==> config.mk <==
export PLATFORM = sky130hd
export DESIGN_NAME = wlan_frame_airtime_calc_unit
export DESIGN_NICKNAME = d
export VERILOG_FILES = /design/src/sv/wfac_pkg.sv /design/src/sv/wfac_front.sv /design/src/sv/wfac_div_stage.sv /design/src/sv/wfac_back.sv /design/src/sv/wlan_frame_airtime_calc_unit.sv
export SDC_FILE = /design/constraint.sdc
export NUM_CORES = 2
export LEC_CHECK = 0
export BUFFER_PORTS_ARGS = -buffer_cell sky130_fd_sc_hd__buf_2
export CORE_MARGIN = 1.5
export CORE_UTILIZATION = 55
export CTS_BUF_LIST = sky130_fd_sc_hd__clkbuf_8
export CTS_CLUSTER_SIZE = 40
export DETAILED_ROUTE_END_ITERATION = 8
export HOLD_SLACK_MARGIN = 0.03
export PLACE_DENSITY = 0.71
export SYNTH_ARGS = -nofsm -noshare
export SYNTH_HDL_FRONTEND = slang
export SYNTH_HIERARCHICAL = 1
export SYNTH_SLANG_ARGS = --single-unit
==> constraint.sdc <==
create_clock -name clock -period 38.8 [get_ports clock]
set_input_delay 7.76 -clock clock [delete_from_list [all_inputs] [get_ports clock]]
set_output_delay 7.76 -clock clock [all_outputs]
set_load 0.05 [all_outputs]
==> src/sv/wfac_pkg.sv <==
// ----------------------------------------------------------------------------
// wfac_pkg
// types and constants shared by the frame airtime unit
// ----------------------------------------------------------------------------
`timescale 1ns / 1ps
`default_nettype none

package wfac_pkg;

   localparam logic [2:0] KIND_CCK     = 3'd0;
   localparam logic [2:0] KIND_OFDM    = 3'd1;
   localparam logic [2:0] KIND_HALF    = 3'd2;
   localparam logic [2:0] KIND_QUARTER = 3'd3;
   localparam logic [2:0] KIND_TURBO   = 3'd4;

   localparam logic [1:0] ST_OK        = 2'd0;
   localparam logic [1:0] ST_ZERO_RATE = 2'd1;
   localparam logic [1:0] ST_ZERO_BPS  = 2'd2;
   localparam logic [1:0] ST_BAD_PHY   = 2'd3;

   localparam int NUM_W   = 27;   // bytes * 8000 fits
   localparam int DEN_W   = 17;
   localparam int BITS_PER_STAGE = 3;
   localparam int DIV_STAGES = NUM_W / BITS_PER_STAGE;
   localparam int PROD_W  = 45;   // 22-bit bit rate times 23-bit reciprocal
   localparam int BPS_W   = 13;

   // ceil(2^32 / 1000), exact for products below 2^22
   localparam logic [22:0] RECIP_1000 = 23'd4294968;

   localparam logic [7:0] BASE_CCK_LONG  = 8'd202;
   localparam logic [7:0] BASE_CCK_SHORT = 8'd106;
   localparam logic [7:0] BASE_OFDM      = 8'd36;
   localparam logic [7:0] BASE_HALF      = 8'd72;
   localparam logic [7:0] BASE_QUARTER   = 8'd144;
   localparam logic [7:0] BASE_TURBO     = 8'd22;

   localparam logic [15:0] DUR_MAX = 16'hFFFF;

   typedef struct packed {
      logic [13:0] frame_bytes;
      logic [16:0] rate_kbps;
      logic [2:0]  phy_kind;
      logic        want_short_preamble;
      logic        rate_allows_short;
   } req_type;

   typedef struct packed {
      logic [15:0] duration_us;
      logic [1:0]  status;
      logic        saturated;
   } rsp_type;

   typedef struct packed {
      logic [1:0] status;
      logic       cck;
      logic [2:0] sym_sh;
      logic [7:0] base;
   } meta_type;

   typedef struct packed {
      meta_type           meta;
      logic [NUM_W-1:0]   num;
      logic [DEN_W-1:0]   rem;
      logic [NUM_W-1:0]   quo;
      logic [DEN_W-1:0]   den;
   } pipe_type;

endpackage

`default_nettype wire

==> src/sv/wfac_front.sv <==
// ----------------------------------------------------------------------------
// wfac_front
// two stages: bit rate reciprocal product, then divider operand set-up
// ----------------------------------------------------------------------------
`timescale 1ns / 1ps
`default_nettype none

module wfac_front (
   input  wire logic              clock,
   input  wire logic              reset,
   input  wire logic              en,
   input  wire logic              valid_in,
   input  wire wfac_pkg::req_type req_in,
   output logic                   valid_out,
   output wfac_pkg::pipe_type     pipe_out
);

   logic                             v1_ff;
   wfac_pkg::req_type                r1_ff;
   logic [wfac_pkg::PROD_W-1:0]      prod1_ff, prod1_in;
   logic [17:0]                      kbps_eff;
   logic [21:0]                      scaled;
   logic [2:0]                       sh1;

   logic                             v2_ff;
   wfac_pkg::pipe_type               p2_ff, p2_in;
   logic [wfac_pkg::BPS_W-1:0]       bps;
   logic [16:0]                      bits;

   // stage 1
   always_comb begin
      unique case (req_in.phy_kind)
         wfac_pkg::KIND_HALF:    sh1 = 3'd3;
         wfac_pkg::KIND_QUARTER: sh1 = 3'd4;
         default:                sh1 = 3'd2;
      endcase
      if (req_in.phy_kind == wfac_pkg::KIND_TURBO) begin
         kbps_eff = {req_in.rate_kbps, 1'b0};
      end else begin
         kbps_eff = {1'b0, req_in.rate_kbps};
      end
      scaled   = 22'({kbps_eff, 4'b0} >> (3'd4 - sh1));
      prod1_in = wfac_pkg::PROD_W'(scaled) * wfac_pkg::PROD_W'(wfac_pkg::RECIP_1000);
   end

   always_ff @(posedge clock) begin
      if (reset) begin
         v1_ff <= 1'b0;
      end else if (en) begin
         v1_ff <= valid_in;
      end
   end

   always_ff @(posedge clock) begin
      if (en) begin
         r1_ff    <= req_in;
         prod1_ff <= prod1_in;
      end
   end

   // stage 2
   always_comb begin
      bps  = prod1_ff[wfac_pkg::PROD_W-1:32];
      bits = {r1_ff.frame_bytes, 3'b0};
      p2_in = '0;
      p2_in.rem = '0;
      p2_in.quo = '0;
      if (r1_ff.phy_kind == wfac_pkg::KIND_CCK) begin
         p2_in.meta.cck    = 1'b1;
         p2_in.meta.sym_sh = 3'd0;
         p2_in.meta.base   = (r1_ff.want_short_preamble && r1_ff.rate_allows_short)
                             ? wfac_pkg::BASE_CCK_SHORT : wfac_pkg::BASE_CCK_LONG;
         p2_in.num = wfac_pkg::NUM_W'(r1_ff.frame_bytes) * wfac_pkg::NUM_W'(8000);
         p2_in.den = r1_ff.rate_kbps;
      end else begin
         p2_in.meta.cck = 1'b0;
         p2_in.num = wfac_pkg::NUM_W'(bits) + wfac_pkg::NUM_W'(22)
                     + wfac_pkg::NUM_W'(bps) - wfac_pkg::NUM_W'(1);
         p2_in.den = wfac_pkg::DEN_W'(bps);
         unique case (r1_ff.phy_kind)
            wfac_pkg::KIND_HALF: begin
               p2_in.meta.sym_sh = 3'd3;
               p2_in.meta.base   = wfac_pkg::BASE_HALF;
            end
            wfac_pkg::KIND_QUARTER: begin
               p2_in.meta.sym_sh = 3'd4;
               p2_in.meta.base   = wfac_pkg::BASE_QUARTER;
            end
            wfac_pkg::KIND_TURBO: begin
               p2_in.meta.sym_sh = 3'd2;
               p2_in.meta.base   = wfac_pkg::BASE_TURBO;
            end
            default: begin
               p2_in.meta.sym_sh = 3'd2;
               p2_in.meta.base   = wfac_pkg::BASE_OFDM;
            end
         endcase
      end
      priority if (r1_ff.rate_kbps == '0) begin
         p2_in.meta.status = wfac_pkg::ST_ZERO_RATE;
      end else if (r1_ff.phy_kind > wfac_pkg::KIND_TURBO) begin
         p2_in.meta.status = wfac_pkg::ST_BAD_PHY;
      end else if (r1_ff.phy_kind != wfac_pkg::KIND_CCK && bps == '0) begin
         p2_in.meta.status = wfac_pkg::ST_ZERO_BPS;
      end else begin
         p2_in.meta.status = wfac_pkg::ST_OK;
      end
   end

   always_ff @(posedge clock) begin
      if (reset) begin
         v2_ff <= 1'b0;
      end else if (en) begin
         v2_ff <= v1_ff;
      end
   end

   always_ff @(posedge clock) begin
      if (en) begin
         p2_ff <= p2_in;
      end
   end

   assign valid_out = v2_ff;
   assign pipe_out  = p2_ff;

endmodule

`default_nettype wire

==> src/sv/wfac_div_stage.sv <==
// ----------------------------------------------------------------------------
// wfac_div_stage
// one restoring divider stage, three quotient bits per stage
// ----------------------------------------------------------------------------
`timescale 1ns / 1ps
`default_nettype none

module wfac_div_stage (
   input  wire logic               clock,
   input  wire logic               reset,
   input  wire logic               en,
   input  wire logic               valid_in,
   input  wire wfac_pkg::pipe_type pipe_in,
   output logic                    valid_out,
   output wfac_pkg::pipe_type      pipe_out
);

   logic               v_ff;
   wfac_pkg::pipe_type p_ff, p_in;
   logic [wfac_pkg::DEN_W:0] trial;
   logic                     ge;

   always_comb begin
      trial = '0;
      ge    = 1'b0;
      p_in  = pipe_in;
      for (int i = 0; i < wfac_pkg::BITS_PER_STAGE; i++) begin
         trial    = {p_in.rem, p_in.num[wfac_pkg::NUM_W-1]};
         p_in.num = {p_in.num[wfac_pkg::NUM_W-2:0], 1'b0};
         ge       = (trial >= {1'b0, p_in.den});
         if (ge) begin
            trial = trial - {1'b0, p_in.den};
         end
         p_in.rem = trial[wfac_pkg::DEN_W-1:0];
         p_in.quo = {p_in.quo[wfac_pkg::NUM_W-2:0], ge};
      end
   end

   always_ff @(posedge clock) begin
      if (reset) begin
         v_ff <= 1'b0;
      end else if (en) begin
         v_ff <= valid_in;
      end
   end

   always_ff @(posedge clock) begin
      if (en) begin
         p_ff <= p_in;
      end
   end

   assign valid_out = v_ff;
   assign pipe_out  = p_ff;

endmodule

`default_nettype wire

==> src/sv/wfac_back.sv <==
// ----------------------------------------------------------------------------
// wfac_back
// final add, saturation and result register
// ----------------------------------------------------------------------------
`timescale 1ns / 1ps
`default_nettype none

module wfac_back (
   input  wire logic               clock,
   input  wire logic               reset,
   input  wire logic               en,
   input  wire logic               valid_in,
   input  wire wfac_pkg::pipe_type pipe_in,
   output logic                    valid_out,
   output wfac_pkg::rsp_type       rsp_out
);

   logic              v_ff;
   wfac_pkg::rsp_type r_ff, r_in;
   logic [31:0]       total;

   always_comb begin
      if (pipe_in.meta.cck) begin
         total = 32'(pipe_in.meta.base) + 32'(pipe_in.quo);
      end else begin
         total = 32'(pipe_in.meta.base) + (32'(pipe_in.quo) << pipe_in.meta.sym_sh);
      end
      r_in.status = pipe_in.meta.status;
      if (pipe_in.meta.status != wfac_pkg::ST_OK) begin
         r_in.duration_us = '0;
         r_in.saturated   = 1'b0;
      end else if (total > 32'(wfac_pkg::DUR_MAX)) begin
         r_in.duration_us = wfac_pkg::DUR_MAX;
         r_in.saturated   = 1'b1;
      end else begin
         r_in.duration_us = total[15:0];
         r_in.saturated   = 1'b0;
      end
   end

   always_ff @(posedge clock) begin
      if (reset) begin
         v_ff <= 1'b0;
      end else if (en) begin
         v_ff <= valid_in;
      end
   end

   always_ff @(posedge clock) begin
      if (en) begin
         r_ff <= r_in;
      end
   end

   assign valid_out = v_ff;
   assign rsp_out   = r_ff;

endmodule

`default_nettype wire

==> src/sv/wlan_frame_airtime_calc_unit.sv <==
// ----------------------------------------------------------------------------
// wlan_frame_airtime_calc_unit
// 802.11 frame air time in microseconds including sifs, pipelined
// ----------------------------------------------------------------------------
//  channel  | direction | handshake          | word
//  req      | in        | req_valid/req_stall | frame length, rate, phy, preamble
//  rsp      | out       | rsp_valid/rsp_stall | duration, status, saturated
//
//  one word accepted per cycle while req_stall is low; 2 set-up stages,
//  9 divider stages of 3 quotient bits each, 1 result stage
//  the 27-bit restoring divider pipeline sets the depth
//  synchronous active-high reset clears all valid bits
//  whole pipeline holds while a result waits under rsp_stall
// ----------------------------------------------------------------------------
`timescale 1ns / 1ps
`default_nettype none

module wlan_frame_airtime_calc_unit (
   input  wire logic              clock,
   input  wire logic              reset,
   input  wire logic              req_valid,
   output logic                   req_stall,
   input  wire wfac_pkg::req_type req_word,
   output logic                   rsp_valid,
   input  wire logic              rsp_stall,
   output wfac_pkg::rsp_type      rsp_word
);

   // pipeline moves unless a finished result is being held
   logic en;

   // stage chain: index 0 is the front output, each divider stage adds one
   logic               v_chain [wfac_pkg::DIV_STAGES+1];
   wfac_pkg::pipe_type p_chain [wfac_pkg::DIV_STAGES+1];

   assign en        = !(rsp_valid && rsp_stall);
   assign req_stall = !en;

   // reciprocal multiply for bits per symbol, then divider operands
   wfac_front u_front (
      .clock     (clock),
      .reset     (reset),
      .en        (en),
      .valid_in  (req_valid),
      .req_in    (req_word),
      .valid_out (v_chain[0]),
      .pipe_out  (p_chain[0])
   );

   // cck: bytes*8000 / kbps; ofdm: ceil((bits+22) / bps)
   for (genvar g = 0; g < wfac_pkg::DIV_STAGES; g++) begin : g_div
      wfac_div_stage u_stage (
         .clock     (clock),
         .reset     (reset),
         .en        (en),
         .valid_in  (v_chain[g]),
         .pipe_in   (p_chain[g]),
         .valid_out (v_chain[g+1]),
         .pipe_out  (p_chain[g+1])
      );
   end

   // preamble and sifs added, result clamped to 16 bits
   wfac_back u_back (
      .clock     (clock),
      .reset     (reset),
      .en        (en),
      .valid_in  (v_chain[wfac_pkg::DIV_STAGES]),
      .pipe_in   (p_chain[wfac_pkg::DIV_STAGES]),
      .valid_out (rsp_valid),
      .rsp_out   (rsp_word)
   );

endmodule

`default_nettype wire

---- After elaboration in Yosys (flattened, before gate mapping) ----
Cells that the tools add are included.
operators by class
  add/subtract/negate cells ............... 32
  $lt $le $gt $ge ......................... 29
  reductions and logical operators ........ 9
  shift-type cells ........................ 2
  equal/unequal tests ..................... 6
  muxes and demuxes ....................... 37
  $mul .................................... 2
operators by type and width
  operator                                                                           count
  18-bit by 17-bit >= comparator with 1-bit output                                   26
  17-bit two-way mux                                                                 26
  17-bit subtractor                                                                  25
  22-bit by 20-bit multiplier with 42-bit output, second input constant              1
  39-bit two-way mux                                                                 1
  11-bit one-hot mux with 3 select lines                                             1
  8-bit by 32-bit adder with 32-bit output                                           1
  32-bit by 16-bit greater-than comparator with 1-bit output, second input constant  1
  32-bit two-way mux                                                                 1
  27-bit by 3-bit left shift with 32-bit output                                      1
  8-bit by 27-bit adder with 28-bit output                                           1
  27-bit by 13-bit adder with 27-bit output                                          1
  27-bit by 1-bit subtractor with 27-bit output, second input constant               1
  22-bit by 3-bit >> shifter with 22-bit output                                      1
  14-bit by 7-bit multiplier with 21-bit output, second input constant               1
  17-bit by 5-bit adder with 18-bit output, second input constant                    1
  18-bit two-way mux                                                                 1
  1-bit by 17-bit >= comparator with 1-bit output                                    1
  17-bit zero test                                                                   1
  1-bit by 17-bit subtractor with 17-bit output                                      1
  16-bit two-way mux                                                                 1
  13-bit zero test                                                                   1
  13-bit two-way mux                                                                 1
  3-bit by 2-bit == test with 1-bit output, second input constant                    4
  12 further kinds                                                                   16
word-level totals
  output and inout bits ................... 21
  word-level logic and storage cells ...... 216
  bits in registers ....................... 808
  bits of input ports ..................... 40

---- Logic depth before layout (Yosys ltp) ----
  word-level depth ........................ 6
  gate-level depth with buffers ........... 34
  gate-level depth less buffers ........... 31

---- By module ----
Netlist, hierarchy kept.
modules (own cells, without submodules)
  module                                  area an instance (µm²)  instances  cells an instance  seq. area each (µm²)
  wfac_div_stage at g_div[0].u_stage ...  6312.3                  7          574                2992.9
  wfac_front                              13221.4                 1          1232               3193.1
  wfac_div_stage at g_div[2].u_stage      6327.3                  1          551                2992.9
  wfac_div_stage at g_div[3].u_stage      6228.5                  1          543                2992.9
  wfac_back                               4262.8                  1          550                590.6
  wlan_frame_airtime_calc_unit            10.0                    1          2                  0.0

---- Worst setup path after synthesis ----
Ideal clock, no wire load.
  path kind ............................... in2reg
  start point ............................. input port rsp_stall
  end point ............................... register g_div[0].u_stage.p_ff, in the netlist g_div[0].u_stage/pipe_out[0], enable pin
  setup time .............................. 7.129 ns
  slack ................................... 7.177 ns
  stages .................................. 1
  data required time ...................... 31.671 ns
  arrival ................................. 24.494 ns
  path buffers ............................ 0
  path through ............................ nand2_1
on the way
  longest elaborated chain between the ends .. 1
RTL lines
  element                 line                                source
  start: declaration      wlan_frame_airtime_calc_unit.sv:25  input wire logic rsp_stall,
  1-bit logical AND       wlan_frame_airtime_calc_unit.sv:36  assign en = !(rsp_valid && rsp_stall);
  end signal: assignment  wfac_div_stage.sv:49                p_ff <= p_in;
  end: declaration        wfac_div_stage.sv:19                wfac_pkg::pipe_type p_ff, p_in;
Every way passes these cells.
A chain may end at the register's enable or synchronous reset.

---- Worst setup path after layout ----
  start point ............................. input port rsp_stall
  end point ............................... output port req_stall
on the way
  longest elaborated chain between the ends .. 1
RTL lines
  element            line                                source
  1-bit logical AND  wlan_frame_airtime_calc_unit.sv:36
  end: declaration   wlan_frame_airtime_calc_unit.sv:22  output logic req_stall,
Every way passes these cells.

==> out/results.tsv <==
metric	value	unit
run status	complete, no violations	
Req. time, crit path	31.04	ns
total global routing track utilization	26.7	%
number of buffers inserted by post-CTS setup repair	0	
CTS Hold Buffers Added	0	
Die Wd	349	um
area of the core	118000	um2
vertical die dimension	349	um
Skew-Pair Late Insertion Delay	0.87	ns
DRC marker count from the first detailed-route iteration	4111	
# nets final	7543	
full die area	121000	um2
TritonCTS clock tree	yes	
Final Routed Wirelength	163000	um
Total Negative Setup Slacks	0	ns
buffering stage count on the worst path with inverters included	2	
Syn. warnings	6	
number of vias in the routed layout	49943	
clock net sink count	777	
cells traversed along the worst timing path	buf_2 > and2_1 > buf_2	
deepest clock path buffer count	3	
number of optimization iterations in the first detailed-route pass	6	
number of pins exceeding their max-slew limit in the final report	0	
hold violation count in the final report	0	
Initial Util	55.5	%
number of cells on the critical path	3	
Worst Clk Skew	0.0504	ns
flop2flop setup slack	29.44	ns
data arrival time of the worst path	8.23	ns
via count of the first global-routing pass	48227	
area growth from synthesis to final layout	7.19	%
number of antenna violations at the first check in global routing	3	
fraction of final layout cells with drive strength greater than 1	8.71	%
final weighted congestion in routability-driven placement	0.948	
average instance area after synthesis	10.1	um2
Final ANT Viol Nets	0	
standard-cell row count	126	
cell at the slowest stage of the critical path	buf_2	
gr ovfl total	0	
TritonCTS buffer count	136	
critical register-to-register path startpoint	g_div[1].u_stage/pipe_out[87]	
maximum capacitance violations	0	
final standard cell utilization of the core	59.5	%
most heavily used metal layer in global routing	met2	
slew at the pin with the worst max-slew slack	1.22	ns
setup-violating endpoint count in the final report	0	
Avg Vias per Cell	6.05	
per-cell routed wire length	19.8	um
clock-pin transition on the worst setup and hold timing paths	0.06	ns
GR Util met2	45.3	%
instance count of the mapped netlist	6486	
leading cell types in the layout, fill and taps excluded	765 x edfxtp_1, 727 x inv_1, 724 x ha_1	
CP max stage delay	0.25	ns
max-slew headroom at the worst pin	18.0	%
first-pass GRT wire length	259000	um
Min-Delay Startpoint	g_div[0].u_stage/pipe_out[79]	
number of gates resized after cts	0	
period utilization	41.2	%
capturing point of the worst reg2reg path	g_div[2].u_stage/pipe_out[50]	
H-tree depth	4	
Crit. End Element	output port	
shortest period the worst path allows	15.99	ns
hold worst-path end	g_div[1].u_stage/pipe_out[82]	
critical-path maximum fanout	2	
achievable frequency	62.5	MHz
classification of the worst setup path	in2out	
most common cell type on the critical path	buf_2	
count of boundary I/O pins	61	
unrepaired setup endpoints after global routing	false	
Top delay family on crit path	buffers and inverters	
Hold Path Cell Cnt	0	
Post-Syn Area	65700	um2
root cell of the clock tree	clkbuf_8	
met3 usage	3.36	%
cell count of the worst reg-to-reg path	28	
Tightest Hold Check Type	reg2reg	
total DRC errors in the routed layout	0	
Layout fillers	9994	
met1 layer usage reported by global route	35.0	%
most frequent standard cell in the layout excluding fill and tap cells	edfxtp_1	
Port-buffer cells	60	
pin count of the biggest net entering global routing	186	
Final HPWL DP	129000	um
kind of start point of the critical path	input pin	
==> metrics by stage <==
| step | cells | setup slack, ns | cell area (um2) | hold slack, ns |
|---|---|---|---|---|
| floorplan | 6519 | 12.89 | 65800 | 0.400 |
| global placement | 8005 | 22.79 | 67500 | 0.401 |
| detailed placement | 8005 | 22.81 | 67500 | 0.405 |
| CTS | 8249 | 22.81 | 70400 | 0.375 |
| global route | 8251 | 22.79 | 70400 | 0.380 |
| finish | 8251 | 22.81 | 70400 | 0.380 |
==> flip-flops by register name, summed over array words and instances (netlist names) <==
register                 cells
g_div.u_stage/pipe_out     641
g_div.u_stage/valid_out      9
u_back/rsp_out              19
u_back/valid_out             1
u_front/bits                14
u_front/pipe_out            56
u_front/prod1_ff            13
u_front/r1_ff               22
u_front/v1_ff                1
u_front/valid_out            1
==> layout make-up <==
cell class	count	area (um2)	area share, %
inverter	710	2680	3.81
timing repair buffer	99	618	0.878
antenna	2	5.00	0.00711
multi-input combinational	4883	39100	55.5
sequential	777	23200	33.0
clock inverter	108	983	1.40
clock buffer	136	1870	2.66
tap	1536	1920	2.73
==> metal layers <==
metal / wire length (um) / vias to the layer above
met3: 8180 / 304
met4: 5650 / 0
li1: - / 24268
met1: 70700 / 23942
met5: 0 / -
met2: 78700 / 1429
==> worst max-delay path by stage <==
stage,from,endpoint,slack [ns]
final,rsp_stall,req_stall,22.81
after CTS,rsp_stall,req_stall,22.81
after floorplan,rsp_stall,g_div[0].u_stage/pipe_out[0],12.89
after global placement,rsp_stall,req_stall,22.79
after global routing,rsp_stall,req_stall,22.79
after detailed placement,rsp_stall,req_stall,22.81
Power is left out: the tool's default activity adds up to more than one toggle a clock period on the data nets, which glitch-free logic cannot reach.
